$ cat src/rtl/xrae_pkg.sv
`timescale 1ns / 1ps
package xrae_pkg;

	localparam int unsigned NUM_REGS = 8;
	localparam int unsigned SLOT_W   = 3;

	localparam logic [15:0] SIGN_WORD = 16'h8000;
	localparam logic [15:0] HI_BYTE   = 16'hFF00;
	localparam logic [15:0] LO_BYTE   = 16'h00FF;
	localparam logic [15:0] SIGN_BYTE = 16'h0080;
	localparam int unsigned FLAG_Z    = 0;
	localparam int unsigned FLAG_S    = 1;

	typedef enum logic [1:0] {
		MODE_MOV = 2'd0,
		MODE_ADD = 2'd1,
		MODE_SUB = 2'd2,
		MODE_CMP = 2'd3
	} mode_t;

	typedef struct packed {
		logic [1:0]  mode;
		logic [3:0]  dst_reg;
		logic        src_is_reg;
		logic [3:0]  src_reg;
		logic [15:0] immediate;
	} cmd_t;

	typedef struct packed {
		logic [15:0] old_value;
		logic [15:0] new_value;
		logic        zero_flag;
		logic        sign_flag;
	} res_t;

	// write-back port into the register file
	typedef struct packed {
		logic              en;
		logic [SLOT_W-1:0] slot;
		logic [15:0]       data;
	} wb_t;

	// codes 0-3 ax..dx, 4-11 byte halves of ax..dx, 12-15 sp,bp,si,di
	function automatic logic [SLOT_W-1:0] reg_slot(input logic [3:0] code);
		logic [SLOT_W-1:0] s;
		if (code[3:2] == 2'b11) begin
			s = {1'b1, code[1:0]};
		end else begin
			s = {1'b0, code[1:0]};
		end
		return s;
	endfunction

	function automatic logic reg_is_byte(input logic [3:0] code);
		return (code[3:2] == 2'b01) || (code[3:2] == 2'b10);
	endfunction

	function automatic logic reg_is_high(input logic [3:0] code);
		return code[3:2] == 2'b01;
	endfunction

	// value of a register code as seen by an instruction, bytes zero-extended
	function automatic logic [15:0] reg_view(input logic [15:0] word, input logic [3:0] code);
		logic [15:0] v;
		if (!reg_is_byte(code)) begin
			v = word;
		end else if (reg_is_high(code)) begin
			v = {8'h00, word[15:8]};
		end else begin
			v = word & LO_BYTE;
		end
		return v;
	endfunction

endpackage

$ cat src/rtl/xrae_regfile.sv
`timescale 1ns / 1ps
module xrae_regfile (
	input  logic                       clk,
	input  logic                       arst_n,
	input  logic                       rd_en,
	input  logic [xrae_pkg::SLOT_W-1:0] rd_slot_a,
	input  logic [xrae_pkg::SLOT_W-1:0] rd_slot_b,
	input  xrae_pkg::wb_t              wb,
	output logic [15:0]                rd_data_a,
	output logic [15:0]                rd_data_b
);
	import xrae_pkg::*;

	logic [15:0] regs_q [NUM_REGS];

	always_ff @(posedge clk or negedge arst_n) begin
		if (!arst_n) begin
			regs_q <= '{default: 16'h0000};
		end else if (wb.en) begin
			regs_q[wb.slot] <= wb.data;
		end
	end

	// registered read; forward a write landing on the same edge
	always_ff @(posedge clk) begin
		if (rd_en) begin
			if (wb.en && (wb.slot == rd_slot_a)) begin
				rd_data_a <= wb.data;
			end else begin
				rd_data_a <= regs_q[rd_slot_a];
			end
			if (wb.en && (wb.slot == rd_slot_b)) begin
				rd_data_b <= wb.data;
			end else begin
				rd_data_b <= regs_q[rd_slot_b];
			end
		end
	end

endmodule

$ cat src/rtl/xrae_exec.sv
`timescale 1ns / 1ps
module xrae_exec (
	input  logic               go,
	input  xrae_pkg::cmd_t     cmd,
	input  logic [15:0]        dst_word,
	input  logic [15:0]        src_word,
	input  logic [1:0]         flags,
	output xrae_pkg::res_t     res,
	output xrae_pkg::wb_t      wb,
	output logic               flag_we
);
	import xrae_pkg::*;

	logic        byte_op;
	logic [15:0] mask;
	logic [15:0] sign_bit;
	logic [15:0] a;
	logic [15:0] b;
	logic [15:0] sval;
	logic [15:0] r;
	logic [15:0] after;
	logic        z;
	logic        s;
	logic        write;

	always_comb begin
		byte_op  = reg_is_byte(cmd.dst_reg);
		mask     = byte_op ? LO_BYTE : 16'hFFFF;
		sign_bit = byte_op ? SIGN_BYTE : SIGN_WORD;
		a        = reg_view(dst_word, cmd.dst_reg);
		sval     = cmd.src_is_reg ? reg_view(src_word, cmd.src_reg) : cmd.immediate;
		b        = sval & mask;
		r        = '0;
		after    = a;
		write    = 1'b0;
		flag_we  = 1'b0;
		unique case (mode_t'(cmd.mode))
			MODE_MOV: begin
				after = b;
				write = 1'b1;
			end
			MODE_ADD: begin
				r       = (a + b) & mask;
				after   = r;
				write   = 1'b1;
				flag_we = 1'b1;
			end
			MODE_SUB: begin
				r       = (a - b) & mask;
				after   = r;
				write   = 1'b1;
				flag_we = 1'b1;
			end
			MODE_CMP: begin
				r       = (a - b) & mask;
				flag_we = 1'b1;
			end
			default: begin
				r = '0;
			end
		endcase
		z = (r == 16'h0000);
		s = (r & sign_bit) != 16'h0000;

		res.old_value = a;
		res.new_value = after;
		res.zero_flag = flag_we ? z : flags[FLAG_Z];
		res.sign_flag = flag_we ? s : flags[FLAG_S];

		// merge the lane back into the full word
		wb.en   = go && write;
		wb.slot = reg_slot(cmd.dst_reg);
		if (!byte_op) begin
			wb.data = after;
		end else if (reg_is_high(cmd.dst_reg)) begin
			wb.data = (dst_word & LO_BYTE) | {after[7:0], 8'h00};
		end else begin
			wb.data = (dst_word & HI_BYTE) | (after & LO_BYTE);
		end
	end

endmodule

$ cat src/rtl/x86_register_alu_exec.sv
`timescale 1ns / 1ps
// Executes one mov, add, sub or cmp per transaction against eight 16-bit
// registers (ax..dx also addressable as byte halves). The register file is
// read into the operand register as the command is taken, and the
// add/subtract, flag update and write-back happen when the command advances
// out of the operand register, which also loads the result register. A new
// command is accepted every cycle; a write-back is forwarded into the operand
// read on the same edge, so dependent commands may follow back to back.
// Throughput drops only while the result register is held by a low
// res_ready. Registers and flags reset to zero.
module x86_register_alu_exec (
	input  logic             clk,
	input  logic             arst_n,
	input  logic             cmd_valid,
	output logic             cmd_ready,
	input  xrae_pkg::cmd_t   cmd,
	output logic             res_valid,
	input  logic             res_ready,
	output xrae_pkg::res_t   res
);
	import xrae_pkg::*;

	cmd_t        cmd_s1;
	logic        valid_s1;
	logic [15:0] dst_word_s1;
	logic [15:0] src_word_s1;
	logic [1:0]  flags_q;
	res_t        res_s2;
	logic        valid_s2;

	res_t        exec_res;
	wb_t         wb;
	logic        flag_we;
	logic        advance;
	logic        take;

	assign advance   = valid_s1 && (!valid_s2 || res_ready);
	assign cmd_ready = !valid_s1 || advance;
	assign take      = cmd_valid && cmd_ready;

	xrae_regfile u_regfile (
		.clk       (clk),
		.arst_n    (arst_n),
		.rd_en     (take),
		.rd_slot_a (reg_slot(cmd.dst_reg)),
		.rd_slot_b (reg_slot(cmd.src_reg)),
		.wb        (wb),
		.rd_data_a (dst_word_s1),
		.rd_data_b (src_word_s1)
	);

	xrae_exec u_exec (
		.go       (advance),
		.cmd      (cmd_s1),
		.dst_word (dst_word_s1),
		.src_word (src_word_s1),
		.flags    (flags_q),
		.res      (exec_res),
		.wb       (wb),
		.flag_we  (flag_we)
	);

	always_ff @(posedge clk or negedge arst_n) begin
		if (!arst_n) begin
			valid_s1 <= 1'b0;
			valid_s2 <= 1'b0;
			flags_q  <= '0;
		end else begin
			if (cmd_ready) begin
				valid_s1 <= cmd_valid;
			end
			if (advance) begin
				valid_s2 <= 1'b1;
			end else if (res_ready) begin
				valid_s2 <= 1'b0;
			end
			if (advance && flag_we) begin
				flags_q[FLAG_Z] <= exec_res.zero_flag;
				flags_q[FLAG_S] <= exec_res.sign_flag;
			end
		end
	end

	always_ff @(posedge clk) begin
		if (take) begin
			cmd_s1 <= cmd;
		end
		if (advance) begin
			res_s2 <= exec_res;
		end
	end

	assign res_valid = valid_s2;
	assign res       = res_s2;

	a_cmp_no_wb: assert property (@(posedge clk) disable iff (!arst_n)
		valid_s1 && (cmd_s1.mode == MODE_CMP) |-> !wb.en)
		else $error("cmp wrote the register file");

	a_cmp_same: assert property (@(posedge clk) disable iff (!arst_n)
		advance && (cmd_s1.mode == MODE_CMP) |=> res.old_value == res.new_value)
		else $error("cmp result changed the destination");

	a_flags_excl: assert property (@(posedge clk) disable iff (!arst_n)
		res_valid |-> !(res.zero_flag && res.sign_flag))
		else $error("zero and sign both set");

	a_ready_empty: assert property (@(posedge clk) disable iff (!arst_n)
		!res_valid |-> cmd_ready)
		else $error("command stalled with empty result register");

endmodule

$ cat config.mk
export PLATFORM = sky130hd
export DESIGN_NAME = x86_register_alu_exec
export DESIGN_NICKNAME = d
export VERILOG_FILES = /design/src/rtl/xrae_pkg.sv /design/src/rtl/xrae_regfile.sv /design/src/rtl/xrae_exec.sv /design/src/rtl/x86_register_alu_exec.sv
export SDC_FILE = /design/constraint.sdc
export NUM_CORES = 1
export LEC_CHECK = 0
export BUFFER_PORTS_ARGS = -buffer_cell sky130_fd_sc_hd__buf_2
export CAP_MARGIN = 20
export CORE_MARGIN = 5
export CORE_UTILIZATION = 38
export CTS_CLUSTER_SIZE = 30
export DETAILED_ROUTE_END_ITERATION = 10
export SETUP_SLACK_MARGIN = 0.3
export SLEW_MARGIN = 20
export SYNTH_ARGS = -nofsm -noshare
export SYNTH_HDL_FRONTEND = slang
export SYNTH_SLANG_ARGS = --single-unit
$ cat constraint.sdc
create_clock -name clk -period 3.6 [get_ports clk]
set_clock_uncertainty 0.15 [all_clocks]
set_input_delay 0.72 -clock clk [delete_from_list [all_inputs] [get_ports clk]]
set_output_delay 0.72 -clock clk [all_outputs]
set_load 0.03 [all_outputs]
# Word level (Yosys, flattened, before mapping)

Cells that the tools add are included.

Flip-flop bits (word level): 225
Output and inout port bits: 36
Logic and storage cells: 100
Bits of input ports: 31

Equality and inequality tests: 12
Magnitude comparators: 4
$add $sub $neg: 2
Reduce and logical (&&, ||, !) cells: 20
Bitwise logic cells: 9
Multiplexer cells: 31

Operators by type and width:

| operator                                                 | number |
|---|---|
| two-way mux 16 bit                                       | 14 |
| bitwise mux 128 bit                                      | 1 |
| binary-select mux 16 bit (select 3 bit)                  | 2 |
| bitwise AND 16 bit                                       | 4 |
| demux 16 bit (select 3 bit)                              | 1 |
| case mux 16 bit (3 select lines)                         | 1 |
| case mux 16 bit (2 select lines)                         | 1 |
| adder 16 bit                                             | 1 |
| zero test 16 bit                                         | 1 |
| two-way mux 8 bit                                        | 2 |
| bitwise OR 16 x 8 -> 16 bit                              | 1 |
| bitwise OR 8 x 16 -> 16 bit                              | 1 |
| nonzero test 16 bit                                      | 1 |
| subtractor 16 bit                                        | 1 |
| equality test 2 bit, second input constant               | 7 |
| greater-or-equal comparator 4 bit, second input constant | 3 |
| NOT 3 -> 4 bit                                           | 3 |
| two-way mux 3 bit                                        | 3 |
| logical AND 1 bit                                        | 7 |
| equality test 2 x 1 -> 1 bit, second input constant      | 3 |
| equality test 3 bit                                      | 2 |
| two-way mux 1 bit                                        | 6 |
| OR reduction 3 bit                                       | 2 |
| logical OR 1 bit                                         | 4 |
| other kinds (5)                                          | 6 |

# Longest topological paths before layout

Gate-level depths: netlist of the first run.

Depth in word-level cells: 12
Gate-level depth with buffers: 19
Mapped depth without buffers: 16

# Hierarchy

A second synthesis of the first run with hierarchy kept.

Cell total of the unflattened synthesis: 1048
Area, all modules: 13779.5 um2

Modules (own cells, without submodules):

| module                | cells an instance | times used | area an instance (um2) |
|---|---|---|---|
| xrae_regfile          | 484               | 1          | 8469.4 |
| xrae_exec             | 488               | 1          | 3275.6 |
| x86_register_alu_exec | 76                | 1          | 2034.5 |

# Least setup slack after synthesis of the first run

Ideal clock, no wire load.

Path type: register to register
From: register cmd_s1[24] (netlist name)
To: register u_regfile.rd_data_a[14], data pin
Path slack: -0.342 ns
Stages on the path, launching flop included: 15
Setup time: 0.269 ns
Data arrival time: 3.524 ns
Path through: edfxtp_1 -> inv_1 -> ha_1 -> clkbuf_1 -> mux2_2 -> ha_1 -> buf_6 -> nor2b_4 -> o31a_2 -> o31ai_1 -> mux2i_1 -> nand3_1 -> mux2_2 -> a211oi_4 -> o21ai_1

RTL lines:

| what                   | line                        | source |
|---|---|---|
| from (decl)            | x86_register_alu_exec.sv:23 | `cmd_t cmd_s1;` |
| from (signal assigned) | x86_register_alu_exec.sv:86 | `cmd_s1 <= cmd;` |
| to (signal assigned)   | xrae_regfile.sv:28          | `rd_data_a <= wb.data;` |
| to (signal assigned)   | xrae_regfile.sv:30          | `rd_data_a <= regs_q[rd_slot_a];` |
| to (decl)              | xrae_regfile.sv:9           | `output logic [15:0] rd_data_a,` |

# Worst setup path in the final report of the first run

From: register cmd_s1[18] (netlist name)
To: register u_regfile.regs_q[46] (netlist name)

Longest elaborated chain between the ends: 12
Elaborated cells between the ends (all ways): 16
Those cells by class: add/sub (2); eq/ne (2); mux (7); bitwise (4); reduce/logical (1)

RTL lines:

| what                                                                | line                             | source |
|---|---|---|
| equality test 2 x 1 -> 1 bit or equality test 2 bit (tied branches) | xrae_pkg.sv:55, xrae_pkg.sv:59   |  |
| two-way mux 8 bit or logical OR 1 bit (tied branches)               | xrae_pkg.sv:67, xrae_pkg.sv:55   |  |
| two-way mux 16 bit *                                                | xrae_pkg.sv:65                   | `if (!reg_is_byte(code)) begin` |
| two-way mux 16 bit *                                                | xrae_exec.sv:31                  | `sval = cmd.src_is_reg ? reg_view(src_word, cmd.src_reg) : cmd.immediate;` |
| bitwise AND 16 bit *                                                | xrae_exec.sv:32                  | `b = sval & mask;` |
| subtractor 16 bit or adder 16 bit (tied branches)                   | xrae_exec.sv:49, xrae_exec.sv:43 |  |
| bitwise AND 16 bit, on equally long branches                        | xrae_exec.sv:49, xrae_exec.sv:43 |  |
| case mux 16 bit (3 select lines) *                                  | xrae_exec.sv:37                  | `unique case (mode_t'(cmd.mode))` |
| bitwise OR 8 x 16 -> 16 bit                                         | xrae_exec.sv:76                  | `wb.data = (dst_word & LO_BYTE) \| {after[7:0], 8'h00};` |
| two-way mux 16 bit                                                  | xrae_exec.sv:75                  | `end else if (reg_is_high(cmd.dst_reg)) begin` |
| two-way mux 16 bit *                                                | xrae_exec.sv:73                  | `if (!byte_op) begin` |
| bitwise mux 128 bit *                                               | xrae_regfile.sv:20               | `regs_q[wb.slot] <= wb.data;` |
| to (signal, indexed assignment)                                     | xrae_regfile.sv:20               |  |
| to (decl)                                                           | xrae_regfile.sv:14               | `logic [15:0] regs_q [NUM_REGS];` |

Mark *: on every way between the ends. The rest lies on a longest branch, timed or not.
A chain may end at the register's enable or synchronous reset.

==> impl_results.md, run 1 <==
- CTS tree: yes
- Power, Total: roughly 12 mW
- Vias in the first global route: 11127
- Critical path type: reg -> reg
- Pwr/cell area: 658.6 nW/um^2
- Placed wire-length estimate: 29.35 mm
- H-tree lvl count: 1
- Fmax: 0.2553 GHz
- Post-synth EDFFs: 91
- GR Overflow Total: 0
- Final hold slack: 5.272 ps
- Global-route wire length before repair: 64.33 mm
- Startpoint types: register
- Syn_area_per_cell: 10.75 um^2
- Ant diodes: 0
- Area growth, synth to finish: 36.79%
- Critical Path AT: 4190 ps
- Highest-delay cell along the critical path: edfxtp_1
- Max-cap viol count: 0
- Drt first pass iters: 5
- Critical Path Fanout Max: 8
- Worst path cell trace: ha_4, buf_12, mux2i_4, a21oi_2, ha_2, inv_2, fa_2, nor2b_4, o31a_4, a2bb2oi_4, buf_6, a21oi_4, o211ai_2, xnor2_2, o2111a_2, a211oi_4, buf_6, o21ai_2
- RSZ-0062 raised after global routing: true
- Root Buffer: clkbuf_16
- Main synth FF type: dfrtp_1
- Worst ir drop on vdd: 0.3790 mV
- Layout cells sized above 1: 46.30%
- Post-synthesis sequential area ratio: 45.38%
- Die X: ~200 um
- Post-synthesis register bit count: 223
- Core area: 34540 um^2
- Synthesized area: 13300 um^2
- Worst-margin pin slew: 956.9 ps
- Clock Tree Buf Depth: 3
- Critical Path RT: 3870 ps
- # port buffers: 66
- Iteration-0 DRC Markers: 688
- Gate count after technology mapping: 1237
- Pre-CTS WS: -382.9 ps
- Final net count: 1572
- DR WL/cell: 20.94 um
- Fin util: 52.67%
- Worst reg2reg path endpoint: u_regfile.regs_q[46]
- Clock sinks: 223
- Slowest stage delay, CP: around 420 ps
- Critical R2R Launch: cmd_s1[18]
- Top cell by count, worst path: buf_6
- Die height: about 200 um
- Post-DR vias/cell: 5.473
- CP endpoint kind: register
- Initial Util: 38.51%
- Hold WC Path Type: in -> async
- Largest net degree at the start of global routing: 67
- GRT Resource Usage Total: 21.04%
- Setup WS post-layout: -317.2 ps
- Status: complete, but fails checks
- Final ANT Viol Nets: 0
- Synth Net Count: 1304
- Failing checks: setup timing
- Reg2reg path depth: 18
- Worst R2R Setup Slack: -320 ps
- Die footprint: 38850 um^2
- DRC viols: 0
- Initial antenna violation count: 0
- Reg clk slew, reported paths: 60 ps
- RePlAce Congestion: roughly 0.93
- Worst-skew pair later-pin latency: 560 ps
- Num CTS Buffers: 26
- Leakage: 7.665 nW
- Drt total wl: 41.47 mm
- Total I/O pin count: 67
- Vias post-DR: 10836
- Synth unique cells: 95
- # setup viols final: around 130
- Hold-fix buffers, CTS: 0
- Normalized max-slew margin: 36.05%
- Tmin final: 3917 ps
- Number of synthesis warnings: 0
- # placed instances: 1875
- Async SR Flop Fraction: 59.19%
- Final worst path period share: 108.8%
- Final Hold Vio Count: 0
- # rows: 68
- Cell Count, Final, Fillers Out: 1980
- Slew Viols, Final: 0
[report_power, final]
group / switching, mW / total [mW] / internal, mW / leakage [nW]
Sequential: 0.500 / 3.93 / 3.43 / 2.57
Combinational: 2.62 / 5.31 / 2.69 / 4.66
Clock: 1.12 / 2.74 / 1.63 / 0.436
Total: 4.24 / 12.0 / 7.75 / 7.66
[synthesized netlist by cell type, types with 6 or more instances]
master / n / area share [%]
nand2_1: 206 / 5.8
dfrtp_1: 132 / 25
o21ai_0: 128 / 4.8
edfxtp_1: 91 / 21
mux4_2: 66 / 11
nor2_1: 56 / 1.6
clkbuf_1: 55 / 1.6
o21ai_1: 46 / 1.7
inv_1: 42 / 1.2
mux2_2: 42 / 3.6
ha_1: 34 / 3.2
a21oi_1: 32 / 1.2
mux2i_1: 27 / 2.0
buf_2: 18 / 0.68
nand3_1: 18 / 0.68
nand2b_1: 16 / 0.75
nor3_1: 14 / 0.53
a31oi_1: 13 / 0.61
xnor2_1: 13 / 0.86
and2_1: 12 / 0.56
a21oi_2: 8 / 0.53
and3_1: 8 / 0.38
nor2b_1: 8 / 0.38
a21o_1: 7 / 0.40
o21a_1: 7 / 0.40
a211oi_1: 6 / 0.34
nand4_1: 6 / 0.28
o221ai_1: 6 / 0.40
xor2_1: 6 / 0.40
[flip-flops by register name, indices dropped and copies added, names as in the netlist]
register and count:
u_regfile.regs_q 128, res 34, cmd_s1 25, u_regfile.rd_data_a 16, u_regfile.rd_data_b 16, flags_q 2
res_valid 1, valid_s1 1
[layout make-up]
type | instances | area, um^2
clock buffers | 38 | 765.7
flip-flops and latches | 223 | 6036
clock inverters | 10 | 133.9
well taps | 455 | 569.3
multi-input cells | 887 | 7949
repair buffers | 322 | 2567
inverters | 45 | 173.9
fillers | 3049 | 16350
[what timing repair did]
item / 4_1_cts / 5_1_grt
cloned: 1 / 0
buffers inserted: 45 / 11
gates resized for setup: 225 / 78
pin swaps: 125 / 28
endpoints found under the setup margin: 163 / 167
[critical path, delay by kind of cell, from the launching register on]
| family | cells | cell delay, ps |
|---|---|---|
| adder cells (fa/ha/maj) | 3 | 800 |
| AO/OA/AOI/OAI | 8 | 1440 |
| buffers and inverters | 4 | 510 |
| AND/OR/NAND/NOR | 1 | 150 |
| XOR/XNOR | 1 | 100 |
| multiplexers | 1 | 180 |
| flip-flops | 1 | 420 |
[how the worst max path moves through the flow]
stage / from / end / slack [ps] / cells after the start
6_report: cmd_s1[18] / u_regfile.regs_q[46] / -320 / 18
5_1_grt: cmd_s1[19] / u_regfile.regs_q[46] / -420 / 19
4_1_cts: cmd_s1[18] / u_regfile.regs_q[14] / -280 / 18
3_5_place_dp: cmd_s1[19] / u_regfile.rd_data_a[15] / -380 / 16
3_3_place_gp: cmd_s1[19] / u_regfile.regs_q[61] / -400 / 17
2_1_floorplan: cmd_s1[24] / u_regfile.rd_data_a[14] / -6 / 15
[metal layers]
layer	GRT usage (%)	vias to the layer above	wire [um]	share of wire (%)
li1	-	5084	-	-
met1	27.78	5381	17640	43
met2	35.97	281	20380	49
met3	2.507	90	1816	4.4
met4	7.576	0	1629	3.9
met5	0	-	0	0
[cells by family after synthesis]
| group | share of synthesized area, % |
|---|---|
| buffers and inverters | 3.988 |
| flip-flops | 45.38 |
| XOR/XNOR | 1.251 |
| multiplexers | 16.97 |
| adder cells (fa/ha/maj) | 3.499 |
| AO/OA/AOI/OAI | 15.65 |
| AND/OR/NAND/NOR | 13.26 |
[cells in the final DEF (no fill, tap or decap), types with 8 or more instances in the layout]
master,synthesis,routed
inv_1,42,29
o21ai_2,0,67
a31oi_1,13,9
ha_1,34,16
a21oi_2,8,16
inv_2,1,14
a21oi_4,3,10
mux2i_4,0,9
o21ai_0,128,41
and2_1,12,9
dfrtp_1,132,132
nand3_1,18,15
buf_12,0,13
buf_2,18,65
ha_4,0,14
clkbuf_16,0,26
mux2_2,42,35
nand2_1,206,202
edfxtp_1,91,91
buf_4,1,204
nor3_1,14,10
nand2b_1,16,16
xnor2_1,13,8
buf_6,3,40
mux2i_1,27,17
a21oi_1,32,18
mux4_2,66,66
o21ai_1,46,61
nor2_1,56,53
[stage by stage]
stage	area (um^2)	TNS, ps
floorplan	13680	-12.19
global placement	15800	-35810
detailed placement	15810	-36630
CTS	17820	-14400
global route	18200	-37620
finish	18200	-18530
No activity file was read; power rests on OpenSTA's default activity.
==> run 2, diff against run 1 <==
- SLEW_MARGIN: 20 -> default
- SYNTH_HIERARCHICAL: default -> 1
==> impl_results.md, run 2 <==
- Critical Path Fanout Max: 9 (+1)
- Syn_area_per_cell: 13.12 um^2 (+22%)
- Critical path type: reg -> reg
- Placed wire-length estimate: 28.11 mm (-4.2%)
- Worst-margin pin slew: 614.7 ps (-342.1 ps)
- Reg clk slew, reported paths: 60 ps (about the same)
- Fin util: 50.99% (-1.7 points)
- Die X: 200.0 um (+1.5%)
- Tmin final: 4103 ps (+186.2 ps)
- Normalized max-slew margin: 58.91% (+23 points)
- # port buffers: 66 (unchanged)
- CP endpoint kind: register
- Synth Net Count: 1113 (-15%)
- Total I/O pin count: 67 (unchanged)
- # placed instances: 1698 (-9.4%)
- Worst path bufs/invs: 3 (-1)
- Leakage: 7.917 nW (+3.3%)
- Initial Util: 38.57% (+0.064 points)
- Ant diodes: 0 (unchanged)
- Highest-delay cell along the critical path: or4b_1
- Final Hold Vio Count: 1 (+1)
- Synthesized area: 13720 um^2 (+3.1%)
- Commonest non-fill, non-tap cell in the layout: buf_4
- Root Buffer: clkbuf_16
- Status: complete, but fails checks
- Setup WS post-layout: -503.4 ps (-186.2 ps)
- CTS tree: yes
- CP startpoint: cmd_s1[24]
- Clock Tree Buf Depth: 3 (unchanged)
- Setup TNS: -48070 ps (-29550 ps)
- Gate count after technology mapping: 1046 (-15%)
- Number of synthesis warnings: 6 (+6)
- Critical path endpoint: flags_q[0]
- Final ANT Viol Nets: 0 (unchanged)
- Post-DR vias/cell: 5.422 (-0.92%)
- Global-route wire length before repair: 59.52 mm (-7.5%)
- Die height: 200.0 um (+1.5%)
- Fmax: 0.2437 GHz (-4.5%)
- RePlAce Congestion: 0.9546 (+2.7%)
- Cell Count, Final, Fillers Out: 1783 (-9.9%)
- Critical Path RT: 3910 ps (+40 ps)
- Worst R2R Setup Slack: -500 ps (-190 ps)
- DRC viols: 0 (unchanged)
- Final worst path period share: 114.0% (+5.2 points)
- Worst-skew pair later-pin latency: 540 ps (-20 ps)
- Iteration-0 DRC Markers: 461 (-33%)
- Final hold slack: -1.448 ps (-6.719 ps)
- Initial antenna violation count: 0 (unchanged)
- H-tree lvl count: 1 (unchanged)
- Drt total wl: 38.53 mm (-7.1%)
- CP top delay family: simple AND/OR/NAND/NOR gates
- Drt first pass iters: 4 (-1)
- GR Overflow Total: 0 (unchanged)
- Worst reg2reg path endpoint: flags_q[0]
- Area growth, synth to finish: 32.20%
- Largest net degree at the start of global routing: 62 (-7.5%)
- Layout cells sized above 1: 51.82% (+5.5 points)
- Num CTS Buffers: 26 (unchanged)
- Reg2reg path depth: 16 (-2)
- # rows: 69 (+1.5%)
- Final net count: 1370 (-13%)
- Failing checks: hold timing, setup timing
- Critical R2R Launch: cmd_s1[24]
- Critical Path AT: 4420 ps (+230 ps)
- Worst ir drop on vdd: 0.3979 mV (+5.0%)
- Hold-fix buffers, CTS: 0 (unchanged)
- Vias in the first global route: 10156 (-8.7%)
- Slew Viols, Final: 0 (unchanged)
- Vias post-DR: 9668 (-11%)
- Pwr/cell area: 693.7 nW/um^2 (+5.3%)
- DR WL/cell: 21.61 um (+3.2%)
- GRT Resource Usage Total: 19.26% (-1.8 points)
- Die footprint: 40000 um^2 (+3.0%)
- # setup viols final: 142 (+13%)
- Startpoint types: register
- Top reg by flops: u_regfile/regs_q
- Max FFs per register: 128 (unchanged)
- Slowest stage delay, CP: 520 ps (+100 ps)
- Hold WC Path Type: in -> async
- Crit path depth: 16 (-2)
- Most frequent cells in the layout: buf_4, dfrtp_1, mux2_2
- Core area: 35570 um^2 (+3.0%)
- Clock sinks: 223 (unchanged)
- Worst path cell trace: buf_4, ha_4, buf_6, buf_4, and2_4, ha_4, nor2b_1, or3_1, a221oi_2, o21ai_1, mux2i_1, or4b_1, and4bb_1, nand4b_1, o21ai_2, mux2_4
- Max-cap viol count: 0 (unchanged)
- RSZ-0062 raised after global routing: true
[run 2: cell types whose count changed in the layout (fill, tap and decap cells not counted), moves of 10 or more]
cell,change
nand2_1,-155
mux4_2,-59
o21ai_0,-21
o21ai_2,-63
mux4_1,+60
nor2_1,-21
nand3_1,-11
mux2_4,+70
o21ai_1,-52
buf_6,-10
mux2_2,+96
[run 2: worst register-to-register path, stage by stage, from the launching register on]
cell,delay [ps]
edfxtp_1,420
buf_4,170
ha_4,220
buf_6,140
buf_4,150
and2_4,180
ha_4,300
nor2b_1,60
or3_1,370
a221oi_2,300
o21ai_1,140
mux2i_1,150
or4b_1,520
and4bb_1,280
nand4b_1,140
o21ai_2,190
mux2_4,150
[run 2: per-layer routing]
layer,share of wire [%],vias up,track usage [%]
li1,-,4524,-
met5,0,-,0
met1,43,4888,25.31
met3,3.3,72,2.115
met2,51,184,33.67
met4,3.2,0,5.937
[run 2: cell type report]
type                    instances  area (um^2)
repair buffers                314         2457
well taps                     461        576.8
fillers                      3073        17430
inverters                      43        161.4
clock inverters                 6        62.56
multi-input cells             695         8070
clock buffers                  41        773.2
flip-flops and latches        223         6036
[run 2: report_power, final]
group          internal [mW]  leakage (nW)  switching [mW]
Clock                   1.54         0.410            1.01
Combinational           3.38          4.98            2.51
Sequential              3.59          2.53           0.547
Total                   8.51          7.92            4.07
[run 2: per-stage QoR]
| stage | setup WS, ps | hold slack (ps) | total power [mW] | instance area, um^2 |
|---|---|---|---|---|
| 2_1_floorplan | -390.1 | 274.4 | 7.409 | 14200 |
| 3_3_place_gp | -637.6 | 343.6 | 9.135 | 16280 |
| 3_5_place_dp | -717.7 | 346.5 | 9.236 | 16280 |
| 4_1_cts | -449.1 | 3.710 | 12.33 | 17790 |
| 5_1_grt | -636.4 | 32.15 | 13.28 | 18140 |
| 6_report | -503.4 | -1.448 | 12.58 | 18140 |
[run 2: how the worst min path moves through the flow]
stage                                 to                 start  slack (ps)
floorplan                     flags_q[0]                arst_n         270
global placement    u_regfile/regs_q[36]  u_regfile/regs_q[36]         340
detailed placement            flags_q[0]            flags_q[0]         350
CTS                 u_regfile/regs_q[35]                arst_n           4
global route        u_regfile/regs_q[51]                arst_n          30
finish              u_regfile/regs_q[82]                arst_n          -1
[run 2: repair_timing]
| item | CTS | global route |
|---|---|---|
| resized for setup | 107 | 48 |
| buffers inserted | 24 | 14 |
| endpoints found under the setup margin | 167 | 167 |
| pin swaps | 33 | 22 |
==> run 3, diff against run 2 <==
- clock period: 3.6 -> 3.4 ns (I/O delays scaled with it)
==> impl_results.md, run 3 (synthesis gave the netlist of run 2 again) <==
- Status: complete, but fails checks
- Failing checks: setup timing
- Slowest stage delay, CP: 460 ps (-60 ps)
- # setup viols final: 158 (+11%)
- # port buffers: 66 (unchanged)
- Critical Path AT: 4460 ps (+40 ps)
- Total I/O pin count: 67 (unchanged)
- Iteration-0 DRC Markers: 621 (+35%)
- Die height: 200.0 um (unchanged)
- Initial antenna violation count: 0 (unchanged)
- Max FFs per register: 128 (unchanged)
- Area growth, synth to finish: 34.56%
- Cell Count, Final, Fillers Out: 1797 (+0.79%)
- Worst reg2reg path endpoint: flags_q[0]
- Placed wire-length estimate: 27.33 mm (-2.8%)
- Critical path type: reg -> reg
- Fmax: 0.2418 GHz (-0.79%)
- Die X: 200.0 um (unchanged)
- Power, Total: 13.63 mW (+8.3%)
- Clock sinks: 223 (unchanged)
- Placement Cell Area: 16400 um^2 (+0.71%)
- Vias in the first global route: 10299 (+1.4%)
- Pre-CTS WS: -829.3 ps (-111.6 ps)
- Reg clk slew, reported paths: 60 ps (about the same)
- Global-route wire length before repair: 59.51 mm (about the same)
- CTS tree: yes
- Pwr/cell area: 738.3 nW/um^2 (+6.4%)
- Hold WC Path Type: in -> async
- # rows: 69 (unchanged)
- Slew Viols, Final: 0 (unchanged)
- Final worst path period share: 121.7% (+7.7 points)
- Largest net degree at the start of global routing: 81 (+31%)
- Highest-delay cell along the critical path: or4b_1
- GRT Resource Usage Total: 19.16% (-0.10 points)
- Most frequent cells in the layout: buf_4, dfrtp_1, mux2_2
- Ant diodes: 0 (unchanged)
- Critical Path Fanout Max: 10 (+1)
- Worst-skew pair later-pin latency: 540 ps (about the same)
- GR Overflow Total: 0 (unchanged)
- Drt first pass iters: 5 (+1)
- Worst ir drop on vdd: 0.4301 mV (+8.1%)
- Initial Util: 38.57% (unchanged)
- Setup TNS: -81650 ps (-33570 ps)
- H-tree lvl count: 1 (unchanged)
- Final Hold Vio Count: 0 (-1)
- Critical R2R Launch: cmd_s1[23]
- Clock Tree Buf Depth: 3 (unchanged)
- Final Instance Area: 18460 um^2 (+1.8%)
- # placed instances: 1707 (+0.53%)
- Final ANT Viol Nets: 0 (unchanged)
- Worst R2R Setup Slack: -740 ps (-230 ps)
- Tmin final: 4136 ps (+32.73 ps)
- Top reg by flops: u_regfile/regs_q
- Leakage: 8.040 nW (+1.6%)
- Num CTS Buffers: 26 (unchanged)
- Die footprint: 40000 um^2 (unchanged)
- Drt total wl: 38.96 mm (+1.1%)
- Post-DR vias/cell: 5.431 (+0.17%)
- Worst path cell trace: buf_6, ha_4, buf_12, mux2_4, ha_4, buf_4, buf_4, nor2b_1, a21oi_1, o21ai_1, o41ai_4, nand2_1, or4b_1, and4bb_1, nand4b_1, o21ai_2, mux2_4
- Final net count: 1384 (+1.0%)
- RePlAce Congestion: 0.9169 (-3.9%)
- Worst-margin pin slew: 743.5 ps (+128.8 ps)
- RSZ-0062 raised after global routing: true
- DRC viols: 0 (unchanged)
- Layout cells sized above 1: 53.89% (+2.1 points)
- Root Buffer: clkbuf_16
- Startpoint types: register
- Fin util: 51.90% (+0.91 points)
- Setup WS post-layout: -736.1 ps (-232.7 ps)
- Critical Path RT: 3720 ps (-190 ps)
- Reg2reg path depth: 17 (+1)
- Max-cap viol count: 0 (unchanged)
- Commonest non-fill, non-tap cell in the layout: buf_4
- DR WL/cell: 21.68 um (+0.30%)
- CP endpoint kind: register
- Core area: 35570 um^2 (unchanged)
- Hold-fix buffers, CTS: 0 (unchanged)
- Vias post-DR: 9760 (+0.95%)
- Normalized max-slew margin: 50.43% (-8.5 points)
- Final hold slack: 17.62 ps (+19.06 ps)
==> run 3: cell types whose count changed in the layout (fill, tap and decap cells not counted), moves of 5 or more <==
cell | previous run | this run
buf_6 | 30 | 35
clkbuf_8 | 2 | 7
buf_4 | 207 | 215
mux2_4 | 77 | 82
mux2_2 | 131 | 126
==> run 3: worst max-delay path: cells and delay by family (launching register included) <==
kind	cells	cell delay, ps
mux	2	470
fa+ha+maj	2	430
compound gates	4	920
buf+inv	4	570
simple gates	5	1120
flops	1	410
==> run 3: routing by layer <==
| metal | vias to the layer above | GRT usage [%] | share of wire, % |
|---|---|---|---|
| met5 | - | 0 | 0 |
| met4 | 0 | 6.541 | 3.0 |
| met3 | 74 | 2.602 | 4.3 |
| met2 | 243 | 33.48 | 51 |
| met1 | 4914 | 24.59 | 42 |
| li1 | 4529 | - | - |
==> run 3: worst max path at each step <==
stage	from	to	slack, ps
global placement	cmd_s1[19]	flags_q[0]	-800
detailed placement	cmd_s1[19]	flags_q[0]	-830
CTS	cmd_s1[18]	flags_q[0]	-710
floorplan	cmd_s1[24]	u_regfile/rd_data_b[14]	-590
finish	cmd_s1[23]	flags_q[0]	-740
global route	cmd_s1[18]	flags_q[0]	-880
==> run 3: final cells by class <==
class,count,area [um^2]
fillers,3038,17110
multi-input cells,695,8218
flip-flops and latches,223,6036
repair buffers,328,2594
clock buffers,41,819.5
well taps,461,576.8
inverters,43,161.4
clock inverters,6,55.05
==> run 3: repair_timing <==
item | CTS | global route
pin swaps | 45 | 23
setup endpoints to repair | 167 | 169
buffers inserted | 32 | 11
gates cloned | 0 | 0
resized for setup | 154 | 28
==> run 3: power by group <==
group | total [mW] | internal, mW | switching (mW) | leakage (nW)
Combinational | 6.45 | 3.71 | 2.74 | 5.07
Clock | 2.80 | 1.72 | 1.09 | 0.436
Sequential | 4.37 | 3.80 | 0.571 | 2.53
